==> src/design/vrd_pkg.sv <==
// Shared types, widths and constants for the degree-based CORDIC vector rotator.
// Used by every module in the design; depends on nothing.
package vrd_pkg;

    // Field widths.
    localparam int XW = 32;          // Q16.16 vector components
    localparam int AW = 26;          // Q9.16 angle in degrees
    localparam int GUARD = 4;        // extra fraction bits in the vector datapath
    localparam int VW = 40;          // vector datapath width, Q16.(16+GUARD) with headroom
    localparam int WW = 25;          // wrapped angle width, covers [-180, 180) in Q.16

    // Angle constants in Q.16 degrees.
    localparam int HALF_TURN = 180;
    localparam logic signed [AW:0] FULL_Q16 = 27'sd23592960;
    localparam logic signed [AW:0] HALF_Q16 = 27'sd11796480;
    localparam logic signed [AW:0] NEG_HALF_Q16 = -27'sd11796480;
    localparam logic signed [WW-1:0] HALF_W = 25'sd11796480;
    localparam logic signed [WW-1:0] QUARTER_W = 25'sd5898240;
    localparam logic signed [WW-1:0] NEG_QUARTER_W = -25'sd5898240;

    // Arctangent table, atan(2^-i) in degrees as Q.24.
    localparam int ATAN_ENTRIES = 30;
    localparam logic [29:0] ATAN_DEG_Q24 [ATAN_ENTRIES] = '{
        30'd754974720, 30'd445687602, 30'd235489088, 30'd119537938, 30'd60000934,
        30'd30029717,  30'd15018523,  30'd7509720,   30'd3754917,   30'd1877466,
        30'd938734,    30'd469367,    30'd234684,    30'd117342,    30'd58671,
        30'd29335,     30'd14668,     30'd7334,      30'd3667,      30'd1833,
        30'd917,       30'd458,       30'd229,       30'd115,       30'd57,
        30'd29,        30'd14,        30'd7,         30'd4,         30'd2
    };

    // Gain compensation: 1/K as Q0.24, applied as a split multiply.
    localparam int GAIN_W = 24;
    localparam logic [GAIN_W-1:0] GAIN_Q24 = 24'd10188014;
    localparam int SPLIT = 20;       // low part of the vector word in the split multiply
    localparam int PW = 44;          // width of each partial product
    localparam int SUMW = 64;        // full product width
    localparam int RSHIFT = GAIN_W + GUARD;
    localparam logic [SUMW-1:0] ROUND_HALF = 64'd1 << (RSHIFT - 1);

    localparam logic signed [XW-1:0] SAT_MAX = 32'sh7FFF_FFFF;
    localparam logic signed [XW-1:0] SAT_MIN = 32'sh8000_0000;

    typedef struct packed {
        logic signed [XW-1:0] x;
        logic signed [XW-1:0] y;
        logic                 sat;
    } result_t;

    // Arctangent step rounded half up to frac fraction bits.
    function automatic logic [29:0] atan_step(input int unsigned idx, input int unsigned frac);
        logic [30:0] t;
        int unsigned drop;
        drop = 24 - frac;
        t = {1'b0, ATAN_DEG_Q24[idx]};
        if (drop > 0) begin
            t = (t + (31'd1 << (drop - 1))) >> drop;
        end
        return t[29:0];
    endfunction

endpackage

==> src/design/vrd_gain.sv <==
// Gain compensation: split multiply by 1/K, then round half up and saturate to 32 bits.
// Two register stages; depends on vrd_pkg.
module vrd_gain (
    input  logic                          aclk,
    input  logic                          aresetn,
    input  logic                          en,
    input  logic                          in_valid,
    input  logic signed [vrd_pkg::VW-1:0] x_in,
    input  logic signed [vrd_pkg::VW-1:0] y_in,
    output logic                          out_valid,
    output vrd_pkg::result_t              result
);

    localparam int HW = vrd_pkg::VW - vrd_pkg::SPLIT;
    localparam int TOP = vrd_pkg::SUMW - vrd_pkg::RSHIFT;   // width after the shift

    logic                   va_reg, vb_reg;
    logic [vrd_pkg::PW-1:0] ph_reg [2];
    logic [vrd_pkg::PW-1:0] ph_next [2];
    logic [vrd_pkg::PW-1:0] pl_reg [2];
    logic [vrd_pkg::PW-1:0] pl_next [2];
    logic signed [vrd_pkg::XW-1:0] r_next [2];
    logic                   sat_lane [2];
    vrd_pkg::result_t       res_reg, res_next;

    logic signed [vrd_pkg::VW-1:0] comp [2];
    logic [vrd_pkg::SUMW-1:0]      sum [2];
    logic signed [TOP-1:0]         shifted [2];

    assign comp[0] = x_in;
    assign comp[1] = y_in;

    // Stage A: the vector word is cut into a signed high part and an unsigned low part.
    always_comb begin
        for (int k = 0; k < 2; k++) begin
            ph_next[k] = {{(vrd_pkg::PW - HW){comp[k][vrd_pkg::VW-1]}},
                          comp[k][vrd_pkg::VW-1:vrd_pkg::SPLIT]}
                       * {{(vrd_pkg::PW - vrd_pkg::GAIN_W){1'b0}}, vrd_pkg::GAIN_Q24};
            pl_next[k] = {{(vrd_pkg::PW - vrd_pkg::SPLIT){1'b0}},
                          comp[k][vrd_pkg::SPLIT-1:0]}
                       * {{(vrd_pkg::PW - vrd_pkg::GAIN_W){1'b0}}, vrd_pkg::GAIN_Q24};
        end
    end

    // Stage B: recombine, round, and clamp when the top bits disagree.
    always_comb begin
        for (int k = 0; k < 2; k++) begin
            sum[k] = {ph_reg[k], {vrd_pkg::SPLIT{1'b0}}}
                   + {{(vrd_pkg::SUMW - vrd_pkg::PW){1'b0}}, pl_reg[k]}
                   + vrd_pkg::ROUND_HALF;
            shifted[k] = sum[k][vrd_pkg::SUMW-1:vrd_pkg::RSHIFT];
            sat_lane[k] = !((&shifted[k][TOP-1:vrd_pkg::XW-1])
                            || !(|shifted[k][TOP-1:vrd_pkg::XW-1]));
            if (!sat_lane[k]) begin
                r_next[k] = shifted[k][vrd_pkg::XW-1:0];
            end else if (shifted[k][TOP-1]) begin
                r_next[k] = vrd_pkg::SAT_MIN;
            end else begin
                r_next[k] = vrd_pkg::SAT_MAX;
            end
        end
        res_next.x   = r_next[0];
        res_next.y   = r_next[1];
        res_next.sat = sat_lane[0] | sat_lane[1];
    end

    always_ff @(posedge aclk) begin
        if (!aresetn) begin
            va_reg <= 1'b0;
            vb_reg <= 1'b0;
        end else if (en) begin
            va_reg <= in_valid;
            vb_reg <= va_reg;
        end
    end

    always_ff @(posedge aclk) begin
        if (en) begin
            ph_reg  <= ph_next;
            pl_reg  <= pl_next;
            res_reg <= res_next;
        end
    end

    assign out_valid = vb_reg;
    assign result    = res_reg;

endmodule

==> config.mk <==
export PLATFORM = sky130hd
export DESIGN_NAME = vrd_gain
export DESIGN_NICKNAME = d
export VERILOG_FILES = /design/src/design/vrd_pkg.sv /design/src/design/vrd_gain.sv
export SDC_FILE = /design/constraint.sdc
export NUM_CORES = 2
export LEC_CHECK = 0
export ABC_AREA = 1
export BUFFER_PORTS_ARGS = -buffer_cell sky130_fd_sc_hd__buf_2
export CAP_MARGIN = 20
export CORE_MARGIN = 1
export CORE_UTILIZATION = 30
export CTS_CLUSTER_SIZE = 20
export DETAILED_ROUTE_END_ITERATION = 10
export PLACE_DENSITY = 0.5
export SYNTH_ARGS = -nofsm -noshare
export SYNTH_HDL_FRONTEND = slang
export SYNTH_SLANG_ARGS = --single-unit
==> constraint.sdc <==
create_clock -name aclk -period 6.45 [get_ports aclk]
set_input_delay 0.9675 -clock aclk [delete_from_list [all_inputs] [get_ports aclk]]
set_output_delay 0.9675 -clock aclk [all_outputs]
set_load 0.05 [all_outputs]
==> results.md <==
- Post-synthesis compound-gate area fraction: 0.0542
- Fin. Hold Viols: 0
- DRC viols: 0
- Total gr overflow: 0
- Crit-path max cell delay: around 580 ps
- Layout Nets: 8,646
- Starting Density: 0.302
- First-pass GRT wire length: roughly 240 mm
- # IOs: 150
- CP startpoint kind: input pin
- Routed Antenna Nets: 0
- Final setup fails: 0
- Min cycle time layout: around 6200 ps
- Status: finished clean
- Worst EP required: 6730 ps
- Sequential share of the synthesized area: 0.113
- Syn Nets: 7,751
- Largest family of logic cells by synthesized area: adder cells
- Share of layout cells above drive strength 1: 0.148
- Fmax: 161 MHz
- Final Util: 0.359
- Post-synthesis async set-or-reset flop share: 0
- Top FF cell, synth: edfxtp_1
- Area delta synth->final: 18.8%
- First-iteration detailed-routing DRC count: 2,007
- Slowest-stage cell, CP: fa_1
- Cell variety after synth: 51
- Port buffer count: 149
- Max Slew Vio Count: 0
- # rows: 153
- Period utilization: 0.961
- Critical Path Stages: 21
- Max_cap viols: 0
- Mapped cell area: between 50,000 and 60,000 sq um
- WS Path Type: input pin to flop
- Worst Path Arrival: 6480 ps
- Number of global-route vias before repair: 43,200
- Post-synth EDFFs: 197
- CTS Buffer Depth: 2
- Rel. slew slack: 0.419
- Synth top area cells: fa_1, ha_1, inv_1, edfxtp_1, nand2_1
- Final HPWL from detailed placement: roughly 140 mm
- Initial antenna violation count: 0
- Register area: 5960 sq um
- Fillers: 18,100
- CP dominant cell by count: fa_1
- Post-Synthesis Cells: 5,849
- Total number of vias: ~40,000
- Cells on Worst Hold Path: 2
- Die height: 421 microns
- Yosys warning count: 0
- Mean Syn Cell Area: 8.99 sq um
- Crit-path max FO: 4
- Post-Synth XOR/XNOR Area: 0.0344
- CTS tree: done
- Core ar.: 174,000 sq um
- DIE AREA: 177,000 sq um
- First-pass detailed-route iteration total: 5
- HP Class: flop to flop
- CTS clock-pin slew for the worst setup and hold paths: 70 ps
- Max reg flops: 86
- Post-synth top area cell: fa_1
- #FFs+latches synth: 199
- Global Route Usage Sum: 0.180
- Clk_skew: 17.6 ps
- CTS Sinks: slightly below 200
- Worst-Skew Late Latency: 530 ps
- TritonCTS buffer count: 17
- RD Place Congestion: 0.959
- Die width: 421 microns
- Top delay family on crit path: adder cells
- Crit-path cells: buf_2 -> fa_1 -> buf_4 -> fa_1 -> fa_1 -> fa_1 -> fa_1 -> fa_1 -> fa_1 -> ha_1 -> buf_4 -> nand2_1 -> nor2_1 -> inv_1 -> nor2_1 -> and3_4 -> a21oi_1 -> o21bai_1 -> nand2_1 -> nand3_1 -> nand2_1
- Reg2reg path depth: 17
- Mux contribution to synthesized area: 0
- Routed WL: 155 mm
- Crit path capture type: flop
- H-Tree Depth: 4
- Slew @ Worst Pin: 872 ps
- Simple-Gate Fraction of Synth Area: 0.108
- Multi-input logic area: roughly 40,000 sq um
- Largest net degree at the start of global routing: 104
- Top-area cell type share of the netlist area: 0.352
- Buf+Inv Stages, Crit Path: 4
- WL/cell: 17.0 microns
- Vias per cell: approximately 4.4
- Clock Root Buffer: clkbuf_16
- Post-Synth Adder-Cell Area: 0.565
==> Yosys cell counts, types with 4 or more instances <==
master	instances
a21boi_0	6
edfxtp_1	197
nand3_2	5
a21o_1	35
o211ai_1	4
and3_1	4
nand4_1	28
inv_1	1716
o21bai_1	27
nand2_2	7
a31oi_1	44
a21oi_1	230
buf_6	12
nor3_1	30
ha_1	892
a221oi_1	4
xnor2_1	64
nor4_1	14
nand3b_1	4
nor2_1	348
xor2_1	141
nand2_1	819
fa_1	926
o21a_1	9
nor2_2	5
o21ai_0	122
nand3_1	104
or2_2	19
==> layer usage <==
metal / routed length, microns / track usage
met5: 0 / 0
met4: 4200 / 0.0502
met3: 3220 / 0.00967
met2: 76000 / 0.315
met1: 71400 / 0.241
==> layout make-up <==
| cell class | count | share of cell area |
|---|---|---|
| inverter | 1716 | 0.103 |
| sequential | 199 | 0.0953 |
| timing repair buffer | 892 | 0.102 |
| clock inverter | 15 | 0.00260 |
| antenna | 1 | 0.0000400 |
| multi-input combinational | 3918 | 0.643 |
| tap | 2325 | 0.0466 |
| clock buffer | 17 | 0.00681 |
==> timing repair <==
action                     4_1_cts  5_1_grt
setup buffers                    0        3
setup endpoints to repair        0       20
gates resized for setup          0       32
hold buffers                     0        0
==> worst register-to-register path, stage by stage (launching register included) <==
cell,delay (ps)
edfxtp_1,410
ha_1,300
ha_1,290
inv_1,40
o21bai_1,410
nand2_1,100
nand2_1,80
nand2_1,40
nand2_1,220
nand2_1,130
nand2_1,100
nand2_1,70
nand2_1,80
nand2_1,80
o21bai_4,680
nand2_1,110
inv_1,270
nand2_1,100
==> cell usage in the layout, fill, tap and decap left out, types with 5 or more instances in the layout <==
cell       netlist  final
inv_1         1716   1710
fa_1           926    922
ha_1           892    889
nand2_1        819    818
buf_4            0    738
nor2_1         348    346
a21oi_1        230    229
edfxtp_1       197    197
buf_2            0    147
xor2_1         141    141
o21ai_0        122    119
nand3_1        104    104
xnor2_1         64     64
a31oi_1         44     42
a21o_1          35     35
nor3_1          30     29
nand4_1         28     28
o21bai_1        27     27
or2_2           19     19
clkbuf_16        0     17
nor4_1          14      9
o21a_1           9      9
nand2_2          7      8
nor2_2           5      7
a21boi_0         6      6
nor4_2           1      6
nand3_2          5      5
buf_12           0      5
==> kinds of logic after synthesis <==
kind of cell	after synthesis
compound gates	500
xor+xnor	206
fa+ha+maj	1818
buf+inv	1732
flops	199
simple gates	1394
==> through the flow <==
step           cell area [sq um]  worst slack (ps)  instances  hold WS [ps]  setup TNS, ps
2_1_floorplan              52600              29.2       5849           448              0
4_1_cts                    62300              93.0       9079           500              0
3_3_place_gp               61700              -416       9047           468         -15140
3_5_place_dp               61700              -470       9047           477         -16350
5_1_grt                    62500             -10.6       9082           528          -15.6
6_report                   62500               254       9083           504              0
==> final timing paths <==
| kind | startpoint | endpoint | slack [ps] |
|---|---|---|---|
| worst max-delay path | x_in[9] | pl_reg[81] | 250 |
| worst min-delay path | va_reg | out_valid | 500 |
| worst max register to register | pl_reg[23] | result[0] | 2700 |
| worst min register to register | va_reg | out_valid | 500 |
Power is not shown: default switching activity piles up to over one toggle a cycle in this logic, so the estimate is an artifact.
