**config.mk**
```make
export PLATFORM = sky130hd
export DESIGN_NAME = vrd_prep
export DESIGN_NICKNAME = d
export VERILOG_FILES = /design/src/design/vrd_pkg.sv /design/src/design/vrd_prep.sv
export SDC_FILE = /design/constraint.sdc
export NUM_CORES = 1
export LEC_CHECK = 0
export BUFFER_PORTS_ARGS = -buffer_cell sky130_fd_sc_hd__buf_2
export CORE_ASPECT_RATIO = 0.7
export CORE_MARGIN = 2
export CORE_UTILIZATION = 59
export CTS_BUF_LIST = sky130_fd_sc_hd__clkbuf_2 sky130_fd_sc_hd__clkbuf_4 sky130_fd_sc_hd__clkbuf_8
export DETAILED_ROUTE_END_ITERATION = 16
export HOLD_SLACK_MARGIN = 0.15
export PLACE_DENSITY = 0.87
export SLEW_MARGIN = 15
export SYNTH_ARGS = -nofsm -noshare
export SYNTH_HDL_FRONTEND = slang
export SYNTH_SLANG_ARGS = --single-unit
```
**constraint.sdc**
```tcl
create_clock -name aclk -period 3.6 [get_ports aclk]
set_input_delay 0.72 -clock aclk [delete_from_list [all_inputs] [get_ports aclk]]
set_output_delay 0.72 -clock aclk [all_outputs]
set_load 0.02 [all_outputs]
```
**src/design/vrd_pkg.sv**
```systemverilog
// Shared types, widths and constants for the degree-based CORDIC vector rotator.
// Used by every module in the design; depends on nothing.
package vrd_pkg;

    // Field widths.
    localparam int XW = 32;          // Q16.16 vector components
    localparam int AW = 26;          // Q9.16 angle in degrees
    localparam int GUARD = 4;        // extra fraction bits in the vector datapath
    localparam int VW = 40;          // vector datapath width, Q16.(16+GUARD) with headroom
    localparam int WW = 25;          // wrapped angle width, covers [-180, 180) in Q.16

    // Angle constants in Q.16 degrees.
    localparam int HALF_TURN = 180;
    localparam logic signed [AW:0] FULL_Q16 = 27'sd23592960;
    localparam logic signed [AW:0] HALF_Q16 = 27'sd11796480;
    localparam logic signed [AW:0] NEG_HALF_Q16 = -27'sd11796480;
    localparam logic signed [WW-1:0] HALF_W = 25'sd11796480;
    localparam logic signed [WW-1:0] QUARTER_W = 25'sd5898240;
    localparam logic signed [WW-1:0] NEG_QUARTER_W = -25'sd5898240;

    // Arctangent table, atan(2^-i) in degrees as Q.24.
    localparam int ATAN_ENTRIES = 30;
    localparam logic [29:0] ATAN_DEG_Q24 [ATAN_ENTRIES] = '{
        30'd754974720, 30'd445687602, 30'd235489088, 30'd119537938, 30'd60000934,
        30'd30029717,  30'd15018523,  30'd7509720,   30'd3754917,   30'd1877466,
        30'd938734,    30'd469367,    30'd234684,    30'd117342,    30'd58671,
        30'd29335,     30'd14668,     30'd7334,      30'd3667,      30'd1833,
        30'd917,       30'd458,       30'd229,       30'd115,       30'd57,
        30'd29,        30'd14,        30'd7,         30'd4,         30'd2
    };

    // Gain compensation: 1/K as Q0.24, applied as a split multiply.
    localparam int GAIN_W = 24;
    localparam logic [GAIN_W-1:0] GAIN_Q24 = 24'd10188014;
    localparam int SPLIT = 20;       // low part of the vector word in the split multiply
    localparam int PW = 44;          // width of each partial product
    localparam int SUMW = 64;        // full product width
    localparam int RSHIFT = GAIN_W + GUARD;
    localparam logic [SUMW-1:0] ROUND_HALF = 64'd1 << (RSHIFT - 1);

    localparam logic signed [XW-1:0] SAT_MAX = 32'sh7FFF_FFFF;
    localparam logic signed [XW-1:0] SAT_MIN = 32'sh8000_0000;

    typedef struct packed {
        logic signed [XW-1:0] x;
        logic signed [XW-1:0] y;
        logic                 sat;
    } result_t;

    // Arctangent step rounded half up to frac fraction bits.
    function automatic logic [29:0] atan_step(input int unsigned idx, input int unsigned frac);
        logic [30:0] t;
        int unsigned drop;
        drop = 24 - frac;
        t = {1'b0, ATAN_DEG_Q24[idx]};
        if (drop > 0) begin
            t = (t + (31'd1 << (drop - 1))) >> drop;
        end
        return t[29:0];
    endfunction

endpackage

```
**src/design/vrd_prep.sv**
```systemverilog
// Angle wrap and quadrant fold, two register stages ahead of the CORDIC chain.
// Depends on vrd_pkg.
module vrd_prep #(
    parameter int FRAC_BITS = 16,
    localparam int ZW = FRAC_BITS + 10
) (
    input  logic                           aclk,
    input  logic                           aresetn,
    input  logic                           en,
    input  logic                           in_valid,
    input  logic signed [vrd_pkg::XW-1:0]  x_in,
    input  logic signed [vrd_pkg::XW-1:0]  y_in,
    input  logic signed [vrd_pkg::AW-1:0]  angle_deg,
    output logic                           out_valid,
    output logic signed [vrd_pkg::VW-1:0]  x_out,
    output logic signed [vrd_pkg::VW-1:0]  y_out,
    output logic signed [ZW-1:0]           z_out
);

    localparam int EXT = vrd_pkg::VW - vrd_pkg::XW - vrd_pkg::GUARD;

    logic                          v1_reg;
    logic signed [vrd_pkg::XW-1:0] x1_reg, x1_next, y1_reg, y1_next;
    logic signed [vrd_pkg::WW-1:0] a1_reg, a1_next;
    logic                          v2_reg;
    logic signed [vrd_pkg::VW-1:0] x2_reg, x2_next, y2_reg, y2_next;
    logic signed [ZW-1:0]          z2_reg, z2_next;

    logic signed [vrd_pkg::AW:0]   a_ext, a_wrap;
    logic signed [vrd_pkg::WW-1:0] a_fold;
    logic signed [vrd_pkg::VW-1:0] vx, vy;
    logic                          flip;

    // Stage 1: the input range is under 1.5 turns, so one add brings it to [-180, 180).
    always_comb begin
        a_ext = {angle_deg[vrd_pkg::AW-1], angle_deg};
        if (a_ext >= vrd_pkg::HALF_Q16) begin
            a_wrap = a_ext - vrd_pkg::FULL_Q16;
        end else if (a_ext < vrd_pkg::NEG_HALF_Q16) begin
            a_wrap = a_ext + vrd_pkg::FULL_Q16;
        end else begin
            a_wrap = a_ext;
        end
        a1_next = a_wrap[vrd_pkg::WW-1:0];
        x1_next = x_in;
        y1_next = y_in;
    end

    // Stage 2: a half turn is a negation of the vector, which brings the angle to [-90, 90].
    always_comb begin
        vx = {{EXT{x1_reg[vrd_pkg::XW-1]}}, x1_reg, {vrd_pkg::GUARD{1'b0}}};
        vy = {{EXT{y1_reg[vrd_pkg::XW-1]}}, y1_reg, {vrd_pkg::GUARD{1'b0}}};
        flip = 1'b0;
        a_fold = a1_reg;
        if (a1_reg > vrd_pkg::QUARTER_W) begin
            flip = 1'b1;
            a_fold = a1_reg - vrd_pkg::HALF_W;
        end else if (a1_reg < vrd_pkg::NEG_QUARTER_W) begin
            flip = 1'b1;
            a_fold = a1_reg + vrd_pkg::HALF_W;
        end
        x2_next = flip ? -vx : vx;
        y2_next = flip ? -vy : vy;
    end

    generate
        if (FRAC_BITS >= 16) begin : g_up
            assign z2_next = ZW'(a_fold) <<< (FRAC_BITS - 16);
        end else begin : g_down
            assign z2_next = ZW'(a_fold >>> (16 - FRAC_BITS));
        end
    endgenerate

    always_ff @(posedge aclk) begin
        if (!aresetn) begin
            v1_reg <= 1'b0;
            v2_reg <= 1'b0;
        end else if (en) begin
            v1_reg <= in_valid;
            v2_reg <= v1_reg;
        end
    end

    always_ff @(posedge aclk) begin
        if (en) begin
            x1_reg <= x1_next;
            y1_reg <= y1_next;
            a1_reg <= a1_next;
            x2_reg <= x2_next;
            y2_reg <= y2_next;
            z2_reg <= z2_next;
        end
    end

    assign out_valid = v2_reg;
    assign x_out     = x2_reg;
    assign y_out     = y2_reg;
    assign z_out     = z2_reg;

endmodule

```
==> summary.md <==
Highest clock rate: 0.3555 GHz. For the yosys synthesis warning count, the log shows 0. The die is 143.1 um wide. Wire segments on met3 add up to 1.372 mm in the final route.

The final total negative setup slack was 0 ns; the number of buffers added for setup after CTS was 0. The flow ran to the end, and the final reports show no timing, DRC or antenna violations. The number of DRC violations after detailed routing is 0, and the core box area is 13180 um2. The largest total area in the synthesized netlist belongs to sky130_fd_sc_hd__edfxtp_1. In this run the deepest clock path goes through 2 buffers. After the last flow step, the layout net total stands at 847.

The largest net degree at the start of global routing is 85. The floorplan has 35 rows. Synthesis produced 554 cells.

The run gives 0.2924 mV as the worst-case vdd ir drop. Hold path endpoint: x1_reg[4]. The number of antenna violations at the first check in global routing is 1.

The via count is 5386, and the synthesized area per cell is 14.42 um2. The proportion of register bits with asynchronous set or reset after synthesis is 0. TritonCTS built the clock tree. Setup violations remaining at the end of the flow were counted as 0.

For the sum of met2 wire segment lengths after detailed routing, the log shows 8.422 mm. The worst register-to-register path ends at y_out[39]. Hold repair after CTS inserted 0 buffers. Summed over all cells, the static leakage comes to 3.662 nW. The run gives 0.4974 as the worst slew slack as a fraction of its limit. The worst hold path class was in2reg. The final clock period utilization by the worst path was 0.7814. In this run the count of I/O pins placed on the die edge is 201. The startpoint identified for the worst hold timing path is x_in[4].

For this block, wires on met1 add up to 7.161 mm. The setup slack of the worst register-to-register path came out at 0.79 ns. The run gives 0.7871 ns as the final worst setup slack.

The wire length of the first global-routing pass was 25.58 mm. The proportion of netlist area held by the largest area contributor is 0.6992, and the starting utilization of the core area is 0.6060. Dividing the detail-routed wire length by the instance count gives 18.37 um. The count of buffers added on input and output ports is 192. The number of antenna diodes in the final layout is 0.

The total instance count after detailed placement was 912; the total routing usage reported by global routing was 0.2339. The clock reaches the later pin of the worst-skew pair after 0.44 ns. For the pin with the worst max-slew slack, the measured transition is 0.7494 ns. The post-layout instance count excluding filler cells came out at 943. Clock period minus final worst setup slack: 2.813 ns. The initial DRC count is 366. The tools report the number of global-route vias before repair as 5047.

The end-of-flow core utilization was 0.7256. Count of endpoints failing hold in the final timing report: 0. The reg-to-reg critical path startpoint was y1_reg[12]. The die boundary height came out at 101.4 um. In this run the power density over the cells is 578.9 nW/um2. The area growth from synthesis to final layout is 19.74%, and the total die area is 14500 um2. For the critical path data arrival time, the log shows 3.01 ns.

STA classifies the critical path endpoint as a register. The number of H-tree branching levels is 4, and the hold path depth is 1. The number of storage elements in the synthesis netlist works out to 188. Counting flops with a built-in enable in the synthesized netlist gives 186. By area the synthesized netlist is led by sky130_fd_sc_hd__edfxtp_1 70%, sky130_fd_sc_hd__xor2_1 5.7%, sky130_fd_sc_hd__a21oi_1 3.1%. The post-placement setup slack was 0.8126 ns; the required time of the worst setup path was 3.79 ns.

The critical path in this run is classified as reg2reg. Once the clock tree was built, the resizer swapped 0 gates to a different size. Across the run, the number of max-cap violations was 0. The run gives 17.32 mm as the total wirelength of the detailed-routed design. The tools report the CTS buffer count as 17. Setup repair after global routing left no endpoint under its margin. The register area share after synthesis came out at 0.7043. Synthesis instantiated 54 different standard cells from the library.

The leading register cell type out of synthesis is sky130_fd_sc_hd__edfxtp_1. Post-detailed-placement half-perimeter wirelength: 12.01 mm. The mapped netlist covers 7988 um2. The highest metal layer carrying signal wires in the routed design is met5. The run gives 5 as the first-pass iteration count of the detailed router. The clock tree skew after final layout was 0.01169 ns; the final-layout fill cell count was 853.

The startpoint kind of the worst setup timing path was a register. The run gives 0.8573 as the weighted congestion at the end of routability-driven global placement. The share of cells above drive strength 1 came out at 0.3193. For the number of clock sinks seen by CTS, the log shows 188. Logic depth of the worst register-to-register path: 5. The root buffer cell chosen for the clock tree is sky130_fd_sc_hd__clkbuf_8. In this run the worst path has a maximum fanout of 11. Summed over all layers, the global routing overflow is 0. After clock tree synthesis, the clock-pin slew on the worst setup and hold paths is 0.10 ns. The post-detailed-route count of antenna-violating nets is 0. The number of max-slew violations in the final report is 0, and the post-detailed-route via-to-cell ratio is 5.712.
kinds of logic (layout without fill, tap and decap cells):
group	Yosys count	in the layout	share of synthesized area
DFF	188	188	0.7043
and+or+nand+nor	116	116	0.07973
other	1	8	0.0004695
adders and majority gates	7	7	0.01096
xor gates and xnor gates	69	69	0.07566
buffers and inverters	46	243	0.02679
AOI/OAI and AO/OA	119	119	0.09148
muxes	8	8	0.01065
worst max path at each step:
stage | start | to | slack [ns] | depth (start not counted)
after global placement | a1_reg[20] | y_out[39] | 0.95 | 4
after CTS | y1_reg[12] | y_out[39] | 0.79 | 5
final | y1_reg[12] | y_out[39] | 0.79 | 5
after global routing | y1_reg[12] | y_out[39] | 0.50 | 5
after floorplan | x1_reg[22] | x_out[37] | 1.31 | 5
after detailed placement | y1_reg[12] | y_out[39] | 0.81 | 5
through the flow:
step           hold slack [ns]  total power, W  cell area [um2]
6_report                0.4438        0.005537             9564
5_1_grt                 0.4061        0.005750             9564
4_1_cts                 0.4199        0.005555             9564
3_5_place_dp            0.4316        0.004049             9124
3_3_place_gp            0.4198        0.004001             9124
2_1_floorplan           0.4178        0.003641             8014
synth_stat cells (4+ instances only):
cell type                  instances
sky130_fd_sc_hd__nand3_1           5
sky130_fd_sc_hd__xor2_1           52
sky130_fd_sc_hd__nor2b_1           6
sky130_fd_sc_hd__or3_1             4
sky130_fd_sc_hd__ha_1              7
sky130_fd_sc_hd__edfxtp_1        186
sky130_fd_sc_hd__mux2_2            4
sky130_fd_sc_hd__nor2_1           30
sky130_fd_sc_hd__a22oi_1           9
sky130_fd_sc_hd__inv_1            13
sky130_fd_sc_hd__o21ai_0          27
sky130_fd_sc_hd__buf_4             9
sky130_fd_sc_hd__buf_2             6
sky130_fd_sc_hd__mux2i_1           4
sky130_fd_sc_hd__a21boi_0          5
sky130_fd_sc_hd__nor4_1           20
sky130_fd_sc_hd__a21oi_1          50
sky130_fd_sc_hd__nand2_1           9
sky130_fd_sc_hd__xnor2_1          17
sky130_fd_sc_hd__clkbuf_1         18
sky130_fd_sc_hd__nor3_1           24
worst max-delay path, stage by stage, from the launching register on:
cell and delay, ns:
sky130_fd_sc_hd__edfxtp_1 0.45, sky130_fd_sc_hd__or4_1 0.62, sky130_fd_sc_hd__nand4b_1 0.54, sky130_fd_sc_hd__nor3_1 0.47, sky130_fd_sc_hd__a22oi_1 0.17, sky130_fd_sc_hd__mux2_2 0.32
final cells by class:
type | instances | area, um2 | share of cell area
flip-flops and latches | 188 | 5625 | 0.5882
multi-input cells | 327 | 2186 | 0.2285
repair buffers | 199 | 1032 | 0.1079
clock buffers | 17 | 234.0 | 0.02446
well taps | 185 | 231.5 | 0.02420
clock inverters | 14 | 206.4 | 0.02159
inverters | 13 | 48.80 | 0.005102
where the power goes:
part	total [W]	leakage (nW)	internal, W	switching, W
registers	0.00292	1.84	0.00277	0.000153
logic	0.00109	1.61	0.000399	0.000691
clock network	0.00152	0.217	0.000771	0.000753
per-layer routing:
layer / track usage / vias up
li1: - / 2479
met1: 0.3108 / 2577
met2: 0.3850 / 296
met3: 0.05626 / 32
met4: 0.08149 / 2
met5: 0 / -
placed cells by master (no fill, tap or decap), types with 4 or more instances in the layout:
cell type and n:
sky130_fd_sc_hd__buf_2 191, sky130_fd_sc_hd__inv_1 13, sky130_fd_sc_hd__a22oi_1 9, sky130_fd_sc_hd__ha_1 7, sky130_fd_sc_hd__mux2i_1 4, sky130_fd_sc_hd__a21oi_1 50
sky130_fd_sc_hd__o21ai_0 26, sky130_fd_sc_hd__nor2_1 30, sky130_fd_sc_hd__conb_1 8, sky130_fd_sc_hd__nand2_1 9, sky130_fd_sc_hd__xor2_1 52, sky130_fd_sc_hd__nand3_1 5
sky130_fd_sc_hd__bufinv_16 4, sky130_fd_sc_hd__buf_4 6, sky130_fd_sc_hd__or3_1 4, sky130_fd_sc_hd__edfxtp_1 186, sky130_fd_sc_hd__nor4_1 20, sky130_fd_sc_hd__xnor2_1 17
sky130_fd_sc_hd__inv_6 4, sky130_fd_sc_hd__a21boi_0 4, sky130_fd_sc_hd__clkbuf_8 17, sky130_fd_sc_hd__mux2_2 4, sky130_fd_sc_hd__nor3_1 24, sky130_fd_sc_hd__nor2b_1 6
Power figures use the tool's default switching activity.
