<file path="src/design/vrd_pkg.sv">
// Shared types, widths and constants for the degree-based CORDIC vector rotator.
// Used by every module in the design; depends on nothing.
package vrd_pkg;

    // Field widths.
    localparam int XW = 32;          // Q16.16 vector components
    localparam int AW = 26;          // Q9.16 angle in degrees
    localparam int GUARD = 4;        // extra fraction bits in the vector datapath
    localparam int VW = 40;          // vector datapath width, Q16.(16+GUARD) with headroom
    localparam int WW = 25;          // wrapped angle width, covers [-180, 180) in Q.16

    // Angle constants in Q.16 degrees.
    localparam int HALF_TURN = 180;
    localparam logic signed [AW:0] FULL_Q16 = 27'sd23592960;
    localparam logic signed [AW:0] HALF_Q16 = 27'sd11796480;
    localparam logic signed [AW:0] NEG_HALF_Q16 = -27'sd11796480;
    localparam logic signed [WW-1:0] HALF_W = 25'sd11796480;
    localparam logic signed [WW-1:0] QUARTER_W = 25'sd5898240;
    localparam logic signed [WW-1:0] NEG_QUARTER_W = -25'sd5898240;

    // Arctangent table, atan(2^-i) in degrees as Q.24.
    localparam int ATAN_ENTRIES = 30;
    localparam logic [29:0] ATAN_DEG_Q24 [ATAN_ENTRIES] = '{
        30'd754974720, 30'd445687602, 30'd235489088, 30'd119537938, 30'd60000934,
        30'd30029717,  30'd15018523,  30'd7509720,   30'd3754917,   30'd1877466,
        30'd938734,    30'd469367,    30'd234684,    30'd117342,    30'd58671,
        30'd29335,     30'd14668,     30'd7334,      30'd3667,      30'd1833,
        30'd917,       30'd458,       30'd229,       30'd115,       30'd57,
        30'd29,        30'd14,        30'd7,         30'd4,         30'd2
    };

    // Gain compensation: 1/K as Q0.24, applied as a split multiply.
    localparam int GAIN_W = 24;
    localparam logic [GAIN_W-1:0] GAIN_Q24 = 24'd10188014;
    localparam int SPLIT = 20;       // low part of the vector word in the split multiply
    localparam int PW = 44;          // width of each partial product
    localparam int SUMW = 64;        // full product width
    localparam int RSHIFT = GAIN_W + GUARD;
    localparam logic [SUMW-1:0] ROUND_HALF = 64'd1 << (RSHIFT - 1);

    localparam logic signed [XW-1:0] SAT_MAX = 32'sh7FFF_FFFF;
    localparam logic signed [XW-1:0] SAT_MIN = 32'sh8000_0000;

    typedef struct packed {
        logic signed [XW-1:0] x;
        logic signed [XW-1:0] y;
        logic                 sat;
    } result_t;

    // Arctangent step rounded half up to frac fraction bits.
    function automatic logic [29:0] atan_step(input int unsigned idx, input int unsigned frac);
        logic [30:0] t;
        int unsigned drop;
        drop = 24 - frac;
        t = {1'b0, ATAN_DEG_Q24[idx]};
        if (drop > 0) begin
            t = (t + (31'd1 << (drop - 1))) >> drop;
        end
        return t[29:0];
    endfunction

endpackage

</file>
<file path="src/design/vrd_micro_rot.sv">
// One registered CORDIC micro-rotation in rotation mode.
// Depends on vrd_pkg; the arctangent step comes in as a parameter.
module vrd_micro_rot #(
    parameter int          FRAC_BITS = 16,
    parameter int          IDX = 0,
    parameter logic [29:0] STEP = 30'd0,
    localparam int         ZW = FRAC_BITS + 10
) (
    input  logic                          aclk,
    input  logic                          aresetn,
    input  logic                          en,
    input  logic                          in_valid,
    input  logic signed [vrd_pkg::VW-1:0] x_in,
    input  logic signed [vrd_pkg::VW-1:0] y_in,
    input  logic signed [ZW-1:0]          z_in,
    output logic                          out_valid,
    output logic signed [vrd_pkg::VW-1:0] x_out,
    output logic signed [vrd_pkg::VW-1:0] y_out,
    output logic signed [ZW-1:0]          z_out
);

    localparam logic signed [ZW-1:0] STEP_Z = ZW'(STEP);

    logic                          v_reg;
    logic signed [vrd_pkg::VW-1:0] x_reg, x_next, y_reg, y_next;
    logic signed [ZW-1:0]          z_reg, z_next;
    logic signed [vrd_pkg::VW-1:0] dx, dy;

    // Arithmetic shifts floor toward minus infinity.
    always_comb begin
        dx = y_in >>> IDX;
        dy = x_in >>> IDX;
        if (!z_in[ZW-1]) begin
            x_next = x_in - dx;
            y_next = y_in + dy;
            z_next = z_in - STEP_Z;
        end else begin
            x_next = x_in + dx;
            y_next = y_in - dy;
            z_next = z_in + STEP_Z;
        end
    end

    always_ff @(posedge aclk) begin
        if (!aresetn) begin
            v_reg <= 1'b0;
        end else if (en) begin
            v_reg <= in_valid;
        end
    end

    always_ff @(posedge aclk) begin
        if (en) begin
            x_reg <= x_next;
            y_reg <= y_next;
            z_reg <= z_next;
        end
    end

    assign out_valid = v_reg;
    assign x_out     = x_reg;
    assign y_out     = y_reg;
    assign z_out     = z_reg;

endmodule

</file>
<file path="config.mk">
export PLATFORM = sky130hd
export DESIGN_NAME = vrd_micro_rot
export DESIGN_NICKNAME = d
export VERILOG_FILES = /design/src/design/vrd_pkg.sv /design/src/design/vrd_micro_rot.sv
export SDC_FILE = /design/constraint.sdc
export NUM_CORES = 1
export LEC_CHECK = 0
export BUFFER_PORTS_ARGS = -buffer_cell sky130_fd_sc_hd__buf_4
export CORE_MARGIN = 2
export CORE_UTILIZATION = 62
export CTS_BUF_LIST = sky130_fd_sc_hd__clkbuf_16
export CTS_CLUSTER_DIAMETER = 150
export DETAILED_ROUTE_END_ITERATION = 10
export HOLD_SLACK_MARGIN = 0.12
export PLACE_DENSITY = 0.92
export SETUP_SLACK_MARGIN = 0.4
export SLEW_MARGIN = 20
export SYNTH_ARGS = -nofsm -noshare
export SYNTH_HDL_FRONTEND = slang
export SYNTH_SLANG_ARGS = --single-unit
export TNS_END_PERCENT = 20
</file>
<file path="constraint.sdc">
create_clock -name aclk -period 7.6 [get_ports aclk]
set_input_delay 1.14 -clock aclk [delete_from_list [all_inputs] [get_ports aclk]]
set_output_delay 1.14 -clock aclk [all_outputs]
set_load 0.005 [all_outputs]
</file>
==> summary.txt, run 1 <==
Power
  – Leakage: 0.00573 µW
  – Combinational fraction of design power: 41.2%
  – Sw power: a little over 800 µW
  – Switching Share: 36.8%
  – Clk pwr share: between 20 and 25%
  – Internal power: 1390 µW
  – VDD IR max: 0.112 mV
  – Sequential share of power: approximately 36%
  – P per Cell Area: 171 nW/µm²

Synth
  – Syn avg cell area: 8.40 µm²
  – Post-Synth Adder-Cell Area: between 10% and 20%
  – Synth cell types: 73
  – Largest family of logic cells by synthesized area: compound AO/OA/AOI/OAI gates
  – Synth Area in Compound Gates: 25.8%
  – EDFF count, synth: about 110
  – Synth Cell Area: roughly 11000 µm²
  – Synth Area in Simple Gates: roughly 15%
  – Ys flop type: edfxtp_1
  – Synthesized flop and latch total: approximately 110
  – Asr flop ratio synth: 0%
  – Syn nets: between 1500 and 2000
  – Cells after synthesis: roughly 1300
  – Ys Warns: 0
  – Sequential share of the synthesized area: between 20 and 30%
  – XOR/XNOR Fraction of Synth Area: under 10%
  – Post-synthesis mux area share: around 2.1%

Place
  – Placed cell area: 12500 µm²
  – Placement Setup Slack: between 2000 and 3000 ps
  – Detail Placement HPWL: 29.1 mm
  – PortBufs: 216
  – Routability Congestion: 1.01

Finish
  – Fraction of layout cells with a size suffix above 1: between 15 and 20%
  – P&R area growth vs syn: 18.4%
  – Cell area after layout: 12800 µm²
  – Nets: 1705
  – Area of the multi-input gates: 6930 µm²
  – Register Area: 3170 µm²
  – Fill cells: 1312
  – Finished Core Util: 74.6%

Clock tree
  – Htree depth: 3
  – Root Buffer: clkbuf_16
  – Clock sinks: 106
  – Clk Latency, worst-skew pair: ~360 ps
  – CTS buffer count: 9
  – CTS-repair resized insts: 0
  – Worst-path clk slew: 90 ps
  – CTS Hold Buffers Added: 0
  – Clock Path Buffers: 2
  – Post-CTS setup buffer count: 0
  – CTS tree: built

Timing
  – Setup TNS: 0 ps
  – Layout Skew: 0 ps
  – Setup violators final: 0
  – Slew Limit Fails: 0
  – Count of final hold-check violations: 0
  – Worst setup margin: 3080 ps
  – Fmax: 221 MHz
  – RSZ-0062 raised after global routing: false
  – Crit path time final: 4520 ps
  – Worst-margin pin slew: about 900 ps
  – Fin crit share: 59.4%
  – Hold_ws: 567 ps
  – Rel. slew slack: 40.3%

Critical path
  – CP required: 7700 ps
  – RR Startpoint: out_valid
  – Reg-to-Reg End: out_valid
  – Flop-to-flop setup slack: 6960 ps
  – Worst Reg2Reg Path Length in Cells: 2
  – Worst path arrival time: about 4600 ps
  – WS Path Type: in -> reg
  – Crit start category: input pin
  – Worst Setup End Kind: register
  – Worst-path fanout max: 14

Die
  – Initial Utilization: 63.0%
  – I/O pin cnt: 217
  – Core area: 17200 µm²
  – Chip width: 136 µm
  – FP Rows: 48
  – Die area: 18500 µm²
  – Die height: between 100 and 150 µm

Route
  – DRT Pass-1 Iters: 9
  – Detailed router's first-iteration violation count: about 1400
  – DRT Wirelength: 37.1 mm
  – WL per Instance: 21.9 µm
  – Via count: approximately 11000
  – DRC: 0
  – Detail Route Antenna Nets: 0
  – DR vias/cell: about 6.5

Hold path
  – Launch point of the worst hold path: out_valid
  – Tightest Hold Check Type: reg -> reg
  – Worst hold stages: 2
  – Hold path endpoint: out_valid

GRT
  – Largest net degree at the start of global routing: 82
  – Global route overflow: 0
  – First-pass GRT wire length: 55.9 mm
  – GRT Total Usage: 39.2%
  – Vias in the first global route: 10200
  – Antenna violations before repair: 1

Flow run
  – Max Cap Viol: 0

Run status
  – Outcome: finished clean
## flip-flops by register name, indices dropped and copies added (netlist names)
register / cells
x_out: 40
y_out: 39
out_valid: 1
z_out: 26
## final cells by class
type	instances	share of cell area, %
Multi-Input combinational cell	1000	54.1
Inverter	126	3.69
Sequential cell	106	24.8
Antenna cell	1	0.0195
Timing Repair Buffer	220	12.9
Clock buffer	9	1.76
Clock inverter	7	0.586
Tap cell	225	2.20
## worst max path at each step
stage	start	depth (start not counted)	to	slack, ps
2_1_floorplan	x_in[14]	12	y_out[39]	3810
3_3_place_gp	x_in[0]	12	y_out[34]	3080
3_5_place_dp	x_in[18]	12	x_out[39]	2900
4_1_cts	x_in[12]	12	x_out[39]	3260
5_1_grt	x_in[18]	12	x_out[39]	3000
6_report	x_in[12]	12	x_out[39]	3080
## layout by cell type (no fill, tap or decap), drive strengths merged, types with 7 or more instances in the layout
cell type / instances
nand3: 10
o31ai: 10
a31oi: 9
a21oi: 189
mux2i: 23
a21o: 35
ha: 129
clkbuf: 9
nand2: 64
o21ai: 89
clkinv: 7
or2: 9
nor4: 10
nor2: 108
nand2b: 8
xnor2: 58
nor3: 42
edfxtp: 105
o21a: 12
nor2b: 16
and2: 7
o21bai: 37
xor2: 15
inv: 125
nand4: 20
buf: 220
a211oi: 14
## per-stage QoR
stage / std cells / total power (µW)
2_1_floorplan: 1288 / 1290
3_3_place_gp: 1677 / 1650
3_5_place_dp: 1677 / 1670
4_1_cts: 1693 / 2160
5_1_grt: 1693 / 2280
6_report: 1694 / 2190
## synthesized netlist by cell type, drive strengths merged, types with 20 or more instances
| library cell | count | area (µm²) |
|---|---|---|
| inv | 123 | 462 |
| mux2i | 23 | 230 |
| a21oi | 189 | 950 |
| nand4 | 20 | 131 |
| edfxtp | 105 | 3150 |
| nor2 | 108 | 413 |
| ha | 129 | 1610 |
| buf | 27 | 134 |
| clkbuf | 29 | 109 |
| o21ai | 89 | 445 |
| a21o | 35 | 263 |
| o21bai | 37 | 278 |
| nand2 | 64 | 240 |
| xnor2 | 58 | 508 |
| nor3 | 42 | 210 |
## power groups by stage
stage,logic [µW],clock network [µW],registers (µW)
floorplan,489,0,805
global placement,855,0,799
detailed placement,870,0,802
CTS,878,497,790
global route,963,515,797
finish,903,502,789
## routing by layer
layer / global-route usage, % / up-vias / part of all wire (%)
met3: 7.68 / 149 / 11
met1: 51.0 / 5044 / 38
met4: 17.9 / 0 / 4.9
met5: 0 / - / 0
li1: - / 4966 / -
met2: 63.0 / 862 / 45
## logic make-up after synthesis
kind of cell / Yosys count
flip-flops: 106
adder cells (fa/ha/maj): 132
AND/OR/NAND/NOR: 321
AO/OA/AOI/OAI: 451
multiplexers: 23
buffers and inverters: 182
XOR/XNOR: 73
## critical path: stages
cell	delay, ps
buf_4	90
inv_1	50
ha_1	530
inv_1	200
a21oi_1	230
o31ai_1	150
a221oi_1	630
nand4_2	270
and4b_1	290
o21ai_1	310
nor4b_1	550
nor3_1	160
(Power assumes the default switching activity.)
==> run 2: changes to the inputs <==
--- a/config.mk
+++ b/config.mk
@@ -7,12 +7,12 @@
 export LEC_CHECK = 0
 export BUFFER_PORTS_ARGS = -buffer_cell sky130_fd_sc_hd__buf_4
 export CORE_MARGIN = 2
-export CORE_UTILIZATION = 62
+export CORE_UTILIZATION = 52
 export CTS_BUF_LIST = sky130_fd_sc_hd__clkbuf_16
 export CTS_CLUSTER_DIAMETER = 150
 export DETAILED_ROUTE_END_ITERATION = 10
 export HOLD_SLACK_MARGIN = 0.12
-export PLACE_DENSITY = 0.92
+export PLACE_DENSITY = 0.83
 export SETUP_SLACK_MARGIN = 0.4
 export SLEW_MARGIN = 20
 export SYNTH_ARGS = -nofsm -noshare
==> constraint.sdc (replaced) <==
create_clock -name aclk -period 3.97 [get_ports aclk]
set_input_delay 0.5955 -clock aclk [delete_from_list [all_inputs] [get_ports aclk]]
set_output_delay 0.5955 -clock aclk [all_outputs]
set_load 0.005 [all_outputs]
==> summary.txt, run 2 (synthesis results as in run 1) <==
Critical path
  – Cell family with most CP delay: compound AO/OA/AOI/OAI gates
  – Ordered list of cells on the worst path: buf_4, inv_1, ha_1, a21o_1, a31oi_2, a31oi_1, o41ai_2, nor3_1, or4_4, a2111oi_2, nor2_1, xnor2_1
  – CP required: 4080 ps
  – WP buf/inv: 2
  – Critical Path Slowest Stage Cell: o41ai_2
  – Slowest stage delay, CP: 530 ps
  – Worst path arrival time: 3570 ps
  – Flop-to-flop setup slack: between 3000 and 4000 ps
  – WS Path Type: in -> reg
  – Crit start category: input pin
  – Worst Setup End Kind: register
  – Worst-path fanout max: 11

Clock tree
  – Htree depth: 3
  – Post-CTS setup buffer count: 0
  – Worst-path clk slew: 70 ps
  – Clk Latency, worst-skew pair: 360 ps
  – Root Buffer: clkbuf_16
  – CTS Hold Buffers Added: 0
  – CTS buffer count: 9
  – Clock Path Buffers: 2
  – CTS-repair resized insts: 0
  – Clock sinks: 106
  – CTS tree: built

Finish
  – Nets: around 1800
  – P&R area growth vs syn: 22.6%
  – Fill cells: 1765
  – Fin cells: 1787
  – Max reg flops: 40
  – Most frequent cells in the layout: buf_4, a21oi_1, ha_1
  – Fraction of layout cells with a size suffix above 1: between 20% and 30%
  – Ant diodes: 0
  – Commonest non-fill, non-tap cell in the layout: buf_4

Route
  – Detailed router's first-iteration violation count: roughly 1000
  – DRC: 0
  – DR vias/cell: just over 6
  – Via count: 10800
  – Detail Route Antenna Nets: 0
  – DRT Wirelength: 36.8 mm
  – DRT Pass-1 Iters: 5
  – WL per Instance: 20.6 µm

Place
  – Placement Setup Slack: approximately 160 ps
  – DP Cell Count: 1771
  – Detail Placement HPWL: 29.5 mm
  – PortBufs: 216
  – Routability Congestion: 0.990

Timing
  – Setup TNS: 0 ps
  – Setup violators final: 0
  – Count of final hold-check violations: 0
  – Slew Limit Fails: 0
  – Worst-margin pin slew: about 920 ps
  – Crit path time final: 3460 ps
  – Worst setup margin: 509 ps
  – Rel. slew slack: between 30% and 40%
  – RSZ-0062 raised after global routing: true
  – Fin crit share: 87.2%
  – Layout Skew: 0 ps
  – Fmax: 289 MHz

GRT
  – Largest net degree at the start of global routing: between 80 and 90
  – Global route overflow: 0
  – First-pass GRT wire length: 56.3 mm
  – Antenna violations before repair: 0
  – Vias in the first global route: 10500
  – GRT Total Usage: 32.8%

Die
  – Core area: 20300 µm²
  – Die height: 148 µm
  – Die area: 22000 µm²
  – Initial Utilization: between 50% and 60%
  – FP Rows: 52
  – I/O pin cnt: approximately 220
  – Chip width: 148 µm

Power
  – P per Cell Area: 321 nW/µm²
  – Leakage: 0.00598 µW
  – VDD IR max: 0.176 mV

Run status
  – Outcome: finished clean

Hold path
  – Tightest Hold Check Type: in -> reg

Flow run
  – Max Cap Viol: 0
## run 2: cell types whose count changed in the layout (fill, tap and decap cells not counted), sizes merged
cell	change
buf	+49
clkinv	-3
clkinvlp	+1
diode	-1
inv	+2
## run 2: layer usage
metal	GRT usage (%)	routed length, µm	vias up
met3	4.39	3080	79
li1	-	-	5074
met5	0	0	-
met2	54.2	17000	578
met1	44.5	15500	5063
met4	10.9	1180	0
## run 2: cell type report
cell class | count | area (µm²) | share of cell area [%]
Timing Repair Buffer | 269 | 2030 | 15.3
Clock inverter | 7 | 75.1 | 0.566
Tap cell | 270 | 338 | 2.55
Inverter | 126 | 473 | 3.57
Sequential cell | 106 | 3170 | 23.9
Multi-Input combinational cell | 1000 | 6940 | 52.4
Clock buffer | 9 | 225 | 1.70
## run 2: where the power goes
part           total, µW  switching, µW  internal [µW]  leakage [µW]
registers           1500           51.6           1450       0.00104
logic               1780           1020            764       0.00479
clock network        970            473            497      0.000150
## run 2: path summary, 6_finish.rpt
path | start | end | cells past startpoint
worst max-delay path | x_in[3] | y_out[36] | 12
worst min-delay path | z_in[3] | z_out[3] | 1
worst max register to register | out_valid | out_valid | 2
worst min register to register | out_valid | out_valid | 2
## run 2: worst register-to-register path, stage by stage (launching register included)
cell	delay, ps
dfxtp_1	310
mux2i_1	140
nor2b_1	60
## run 2: through the flow
stage / instance area (µm²) / hold slack [ps] / power [µW] / util (%)
after floorplan: 10800 / 507 / 2480 / -
after global placement: 12900 / 500 / 3250 / 63.8
after detailed placement: 12900 / 528 / 3260 / 63.8
after CTS: 13200 / 404 / 4230 / 65.2
after global routing: 13300 / 400 / 4440 / 65.3
final: 13300 / 407 / 4260 / 65.3
